$ cat config.mk
export PLATFORM = sky130hd
export DESIGN_NAME = pit_ctrl
export DESIGN_NICKNAME = d
export VERILOG_FILES = /design/src/hdl/pit_pkg.sv /design/src/hdl/pit_ctrl.sv
export SDC_FILE = /design/constraint.sdc
export NUM_CORES = 1
export LEC_CHECK = 0
export ABC_AREA = 1
export BUFFER_PORTS_ARGS = -buffer_cell sky130_fd_sc_hd__buf_4
export CAP_MARGIN = 10
export CORE_AREA = 4 4 41 43
export CTS_CLUSTER_DIAMETER = 120
export DETAILED_ROUTE_END_ITERATION = 8
export DIE_AREA = 0 0 45 47
export MAX_ROUTING_LAYER = met4
export PLACE_DENSITY = 0.37
export SETUP_SLACK_MARGIN = 0.02
export SLEW_MARGIN = 10
export SYNTH_ARGS = -nofsm -noshare
export SYNTH_HDL_FRONTEND = slang
export SYNTH_SLANG_ARGS = --single-unit
export TNS_END_PERCENT = 30
$ cat constraint.sdc
create_clock -name clk -period 1.7 [get_ports clk]
set_input_delay 0.255 -clock clk [delete_from_list [all_inputs] [get_ports clk]]
set_output_delay 0.255 -clock clk [all_outputs]
set_load 0.03 [all_outputs]
$ cat src/hdl/pit_pkg.sv
// Shared types and codes for the point intern table.
package pit_pkg;
    typedef enum logic [1:0] {
        ST_FOUND    = 2'd0,
        ST_INSERTED = 2'd1,
        ST_FULL     = 2'd2
    } status_t;

    typedef enum logic [2:0] {
        S_IDLE,
        S_READ,
        S_CMP,
        S_DONE
    } state_t;

    // controller -> datapath
    typedef struct packed {
        logic load;      // latch input word, clear scan index
        logic rd;        // read entry at scan index
        logic step;      // advance scan index
        logic wr;        // append latched point
        logic finish;    // load the result registers and done
    } pit_cmd_t;

    // datapath -> controller
    typedef struct packed {
        logic at_end;    // scan index reached entry count
        logic full;      // count equals capacity
        logic hit;       // registered entry matches
    } pit_sts_t;

    localparam logic [63:0] ABS_MASK = 64'h7FFF_FFFF_FFFF_FFFF;
    localparam logic [63:0] EXP_INF  = 64'h7FF0_0000_0000_0000;

    function automatic logic fp_eq(input logic [63:0] a, input logic [63:0] b);
        logic na;
        logic nb;
        na = (a & ABS_MASK) > EXP_INF;
        nb = (b & ABS_MASK) > EXP_INF;
        fp_eq = !na && !nb &&
                ((a == b) || (((a & ABS_MASK) == '0) && ((b & ABS_MASK) == '0)));
    endfunction
endpackage

$ cat src/hdl/pit_ctrl.sv
// Sequencer for the search-then-append walk.
module pit_ctrl (
    input  logic            clk,
    input  logic            rst_n,
    input  logic            start,
    output logic            busy,
    output pit_pkg::pit_cmd_t cmd,
    input  pit_pkg::pit_sts_t sts
);
    import pit_pkg::*;

    state_t state_reg, state_next;

    always_ff @(posedge clk or negedge rst_n)
    begin
        if (!rst_n)
            state_reg <= S_IDLE;
        else
            state_reg <= state_next;
    end

    always_comb
    begin
        state_next = state_reg;
        cmd = '0;
        busy = (state_reg != S_IDLE);
        unique case (state_reg)
            S_IDLE:
            begin
                if (start)
                begin
                    cmd.load = 1'b1;
                    state_next = S_READ;
                end
            end
            S_READ:
            begin
                if (sts.at_end)
                begin
                    cmd.wr = !sts.full;
                    state_next = S_DONE;
                end
                else
                begin
                    cmd.rd = 1'b1;
                    state_next = S_CMP;
                end
            end
            S_CMP:
            begin
                if (sts.hit)
                    state_next = S_DONE;
                else
                begin
                    cmd.step = 1'b1;
                    state_next = S_READ;
                end
            end
            S_DONE:
            begin
                cmd.finish = 1'b1;
                state_next = S_IDLE;
            end
            default: state_next = S_IDLE;
        endcase
    end
endmodule

==> summary.md, run 1 <==
| Metric | Value |
|---|---|
| R2R cell count | `4` |
| Final Worst Setup Slack | `342 ps` |
| Initial antenna violation count | `0` |
| HPWL after DPL | `325 um` |
| Max reg flops | `2` |
| Max clock buf depth | `2` |
| Vias | `180` |
| Crit Path Max Fanout | `6` |
| Inserted Clock Buffers | `3` |
| Crit path time final | `1360 ps` |
| GRT Max-Usage Layer | `met4` |
| Post-CTS setup buffer count | `0` |
| Met1 usage | `3.86%` |
| Critical Path Start Type | `register` |
| Reg2Reg Setup Slack | `870 ps` |
| Finished Cell Area | `267 um^2` |
| Hold_buf cts | `1` |
| Clk slew on worst S/H paths | `30 ps` |
| Mean area per synthesized cell | `6.32 um^2` |
| Share of cells above drive strength 1 | `52.8%` |
| CTS root buf | `clkbuf_4` |
| Die height | `47 um` |
| Chip Width | `45 um` |
| Hold_ws | `290 ps` |
| Biggest area consumer among synthesized cells | `dfrtp_1` |
| Cell variety after synth | `9` |
| P_leak | `0.156 nW` |
| Commonest cells after routing, fill and taps aside | `buf_4, nand2_1, inv_1, inv_2, clkbuf_4` |
| Total global routing track utilization | `5.06%` |
| Area after DPL | `234 um^2` |
| Sequential share of the synthesized area | `37.7%` |
| Startpoint of the worst hold path | `sts[0]` |
| DR iter-0 viols | `1` |
| Core footprint | `1300 um^2` |
| Worst Path Arrival | `1100 ps` |
| Gate power share | `58.1%` |
| Hold Crit Depth | `3` |
| RSZ-0062 raised after global routing | `false` |
| IO Pins | `12` |
| Pin count of the biggest net entering global routing | `7` |
| # fillers | `160` |
| Worst R2R Start | `state_reg[0]` |
| Reg-to-Reg End | `state_reg[0]` |
| Total area of multi-input combinational cells | `60.1 um^2` |
| Power Density | `1880 nW/um^2` |
| Dpl cells | `47` |
| Setup TNS | `0 ps` |
| Hold Path End | `state_reg[1]` |
| Largest stage delay, worst path | `420 ps` |
| Port Buffers | `11` |
| Final net count | `44` |
| Slew Limit Fails | `0` |
| Max-cap violation count | `0` |
| Internal | `0.254 mW` |
| # diodes | `0` |
| Routability congestion estimate | `0.665` |
| Flops & latches, synth | `2` |
| Post-Place Worst Slack | `572 ps` |
| Sequential group share of total power | `21.1%` |
| Die area | `2120 um^2` |
| Top cell type's share of synthesized area | `37.7%` |
| Htree depth | `1` |
| Clk_lat worst skew | `220 ps` |
| Worst Clk Skew | `1.09 ps` |
| Slowest cell on crit path | `dfrtp_1` |
| Final Cycle Share | `79.9%` |
| Worst Setup End Kind | `output pin` |
| Initial core utilization | `10.2%` |
| CTS tree | `built` |
| FMAX | `0.736 GHz` |
| Maximum VDD drop | `0.000293 V` |
| Status | `completed` |
| CTS Sinks | `2` |
| Most common cell after layout, fill and taps aside | `buf_4` |
| M3 GR Usage | `3.83%` |
| Reg area | `50.0 um^2` |
| # setup viols final | `0` |
| Global-route wire length before repair | `627 um` |
| Mapped cell area | `133 um^2` |
| Met2 GRT Util | `6.50%` |
| Worst Path Required | `1440 ps` |
| Hold WC Path Type | `input pin to register` |
| Number of global-route vias before repair | `174` |
| Post-CTS resize count | `0` |
| Worst path cell trace | `nor2_1, inv_1, nor2_2, buf_4` |
| Syn nets | `27` |
| Switching Fraction | `49.4%` |
| Post-layout util | `20.5%` |
| Vias per cell | `3.53` |
| Switching Power | `0.248 mW` |
| Row cnt | `13` |
| Total Power | `0.502 mW` |
| DRC violation count after routing | `0` |
| Final hold viol count | `0` |
| Synthesized instance count | `21` |
| Total Wirelength | `393 um` |
| ANT nets after route | `0` |
| Post-route insts no fill | `51` |
| Area grow syn2layout | `101%` |
| DRT Pass-1 Iters | `2` |
| Relative slew slack | `87.5%` |
| Clock power frac | `20.8%` |
| Critical path class | `register to output pin` |
| Slew @ Worst Pin | `186 ps` |
| Global route overflow | `0` |
| Synth area leaders | `dfrtp_1, nand2_1, inv_1` |
| Synth Warn # | `0` |
| Avg WL per Cell | `7.71 um` |
==> power groups by stage <==
| stage | logic, mW | clock network [mW] | registers [mW] |
|---|---|---|---|
| 2_1_floorplan | 0.193 | 0 | 0.100 |
| 3_3_place_gp | 0.297 | 0 | 0.106 |
| 3_5_place_dp | 0.296 | 0 | 0.106 |
| 4_1_cts | 0.298 | 0.113 | 0.106 |
| 5_1_grt | 0.324 | 0.122 | 0.112 |
| 6_report | 0.292 | 0.104 | 0.106 |
==> how the worst max path moves through the flow <==
| stage | from | to | slack [ps] | depth (start not counted) |
|---|---|---|---|---|
| after CTS | state_reg[0] | cmd[4] | 320 | 4 |
| after floorplan | state_reg[0] | cmd[2] | 320 | 1 |
| after global placement | state_reg[0] | cmd[4] | 580 | 4 |
| final | state_reg[0] | cmd[4] | 340 | 4 |
| after detailed placement | state_reg[0] | cmd[4] | 570 | 4 |
| after global routing | state_reg[0] | cmd[4] | 230 | 4 |
==> Yosys cell counts (all sizes together) <==
library cell and n:
nor2 3, nand2 7, nor3 2, inv 6
nand3 1, dfrtp 2
==> cell families (layout without fill, tap and decap cells) <==
kind of cell	Yosys count	after routing	synth area share (%)
flip-flops	2	2	37.7
buffers and inverters	6	21	17.0
AND/OR/NAND/NOR	13	13	45.3
==> worst max-delay path, delay by kind of cell, from the launching register on <==
kind                   cells  cell delay, ps
flip-flops                 1             420
buffers and inverters      2             240
AND/OR/NAND/NOR            2             220
==> per-layer routing <==
layer | vias up | part of all wire, %
met5 | - | 0
met4 | 0 | 4.3
met3 | 2 | 15
met2 | 9 | 45
met1 | 77 | 36
li1 | 92 | -
==> layout make-up <==
type	instances	area share (%)
Sequential cell	2	18.8
Inverter	6	8.45
Timing Repair Buffer	12	34.7
Multi-Input combinational cell	13	22.5
Clock buffer	3	8.45
Tap cell	15	7.04
(Power assumes the default switching activity.)
==> run 2: changes to the inputs <==
--- a/config.mk
+++ b/config.mk
@@ -13,7 +13,7 @@
 export DETAILED_ROUTE_END_ITERATION = 8
 export DIE_AREA = 0 0 45 47
 export MAX_ROUTING_LAYER = met4
-export PLACE_DENSITY = 0.37
+export PLACE_DENSITY = 0.38
 export SETUP_SLACK_MARGIN = 0.02
 export SLEW_MARGIN = 10
 export SYNTH_ARGS = -nofsm -noshare
==> constraint.sdc (replaced) <==
create_clock -name clk -period 1.1 [get_ports clk]
set_input_delay 0.165 -clock clk [delete_from_list [all_inputs] [get_ports clk]]
set_output_delay 0.165 -clock clk [all_outputs]
set_load 0.03 [all_outputs]
==> run 2 against run 1 <==
  * Largest cell class unchanged
  * Hold slack worse by 92 ps
  * The run now ends with negative setup slack left
  * Critical path depth did not move
  * Via count is 1.1% lower
  * Largest power group unchanged
  * Non-clock buffer count is 1 higher
==> summary.md, run 2 (same netlist as run 1, synthesis figures left out) <==
| Metric | Value |
|---|---|
| Slew Limit Fails | `0` |
| Die height | `47 um` |
| R2R cell count | `4` |
| Total global routing track utilization | `5.06%` |
| Global-route wire length before repair | `621 um` |
| ANT nets after route | `0` |
| Core footprint | `1300 um^2` |
| Chip Width | `45 um` |
| WP depth | `4` |
| Total Wirelength | `408 um` |
| Worst Path Arrival | `1060 ps` |
| DRC violation count after routing | `0` |
| Post-route insts no fill | `52` |
| Final hold viol count | `0` |
| Dpl cells | `47` |
| Failing checks | `negative setup slack` |
| Clk slew on worst S/H paths | `30 ps` |
| # setup viols final | `6` |
| Hold WC Path Type | `input pin to register` |
| Initial antenna violation count | `0` |
| Hold_ws | `198 ps` |
| Share of cells above drive strength 1 | `67.6%` |
| Inserted Clock Buffers | `3` |
| Final Worst Setup Slack | `-128 ps` |
| Worst Clk Skew | `1.49 ps` |
| Routability congestion estimate | `0.663` |
| Most used cell, CP | `nor2_2` |
| DRT Pass-1 Iters | `1` |
| Initial core utilization | `10.2%` |
| Max-cap violation count | `0` |
| FMAX | `0.815 GHz` |
| Maximum VDD drop | `0.000547 V` |
| Worst path cell trace | `nor2_2, inv_2, nor2_2, buf_6` |
| Die area | `2120 um^2` |
| Family with the most delay on the worst path | `flip-flops` |
| Clk_lat worst skew | `230 ps` |
| IO Pins | `12` |
| Most common cell after layout, fill and taps aside | `buf_4` |
| Port Buffers | `11` |
| DR iter-0 viols | `0` |
| CTS root buf | `clkbuf_4` |
| Crit path time final | `1230 ps` |
| Final Cycle Share | `112%` |
| Vias | `178` |
| Worst Setup End Kind | `output pin` |
| Max reg flops | `2` |
| Commonest cells after routing, fill and taps aside | `buf_4, nand2_1, inv_2` |
| RSZ-0062 raised after global routing | `true` |
| Finished Cell Area | `293 um^2` |
| Vias per cell | `3.42` |
| CTS tree | `built` |
| Hold Crit Depth | `3` |
| Critical Path Start Type | `register` |
| P_leak | `0.162 nW` |
| Slew @ Worst Pin | `136 ps` |
| Slowest cell on crit path | `dfrtp_2` |
| Row cnt | `13` |
| Crit Path Max Fanout | `6` |
| Worst path bufs/invs | `2` |
| Largest stage delay, worst path | `430 ps` |
| # diodes | `0` |
| Worst Path Required | `940 ps` |
| Pin count of the biggest net entering global routing | `7` |
| Avg WL per Cell | `7.85 um` |
| Post-layout util | `22.5%` |
| Area after DPL | `239 um^2` |
| CTS Sinks | `2` |
| Status | `finished with violations` |
| Critical path class | `register to output pin` |
| Final net count | `45` |
| Htree depth | `1` |
| Power Density | `2930 nW/um^2` |
| Area grow syn2layout | `121%` |
| HPWL after DPL | `322 um` |
| Global route overflow | `0` |
| Relative slew slack | `90.9%` |
| Number of global-route vias before repair | `184` |
| Max clock buf depth | `2` |
| Total Power | `0.858 mW` |
## run 2: worst min-delay path, cell delays in order
cell,delay (ps)
buf_4,90
nand3_1,70
nand2_1,70
## run 2: through the flow
step | TNS [ps] | setup WS [ps]
6_report | -545 | -128
5_1_grt | -992 | -206
4_1_cts | -670 | -147
3_5_place_dp | 0 | 41.2
3_3_place_gp | 0 | 62.0
2_1_floorplan | -83.0 | -83.0
## run 2: what timing repair did
action                                  4_1_cts  5_1_grt
buffers inserted                              1        0
hold buffers                                  1        0
hold endpoints to repair                      2        0
endpoints found under the setup margin        6        6
resized for setup                             6        0
## run 2: final timing paths
check,start,endpoint,slack (ps)
max in group asynchronous,rst_n,state_reg[0],740
worst min-delay path,sts[0],state_reg[1],200
worst max register to register,state_reg[0],state_reg[0],280
min in group asynchronous,rst_n,state_reg[1],260
worst max-delay path,state_reg[0],cmd[4],-130
worst min register to register,state_reg[0],state_reg[0],600
## run 2: layout make-up
type	count	area, um^2
inverter	6	22.5
tap	15	18.8
sequential	2	51.3
fill	161	1010
timing repair buffer	13	108
clock buffer	3	22.5
multi-input combinational	13	70.1
## run 2: per-layer routing
| metal | track usage, % | vias up | part of all wire (%) |
|---|---|---|---|
| li1 | - | 93 | - |
| met1 | 4.10 | 71 | 35 |
| met5 | - | - | 0 |
| met2 | 5.93 | 11 | 41 |
| met4 | 7.02 | 0 | 6.1 |
| met3 | 4.21 | 3 | 18 |
## run 2: where the power goes
group	switching (mW)	total (mW)	leakage [nW]	internal, mW
registers	0.0557	0.172	0.0227	0.116
clock network	0.0443	0.165	0.0138	0.120
logic	0.314	0.522	0.126	0.208
total	0.414	0.858	0.162	0.444
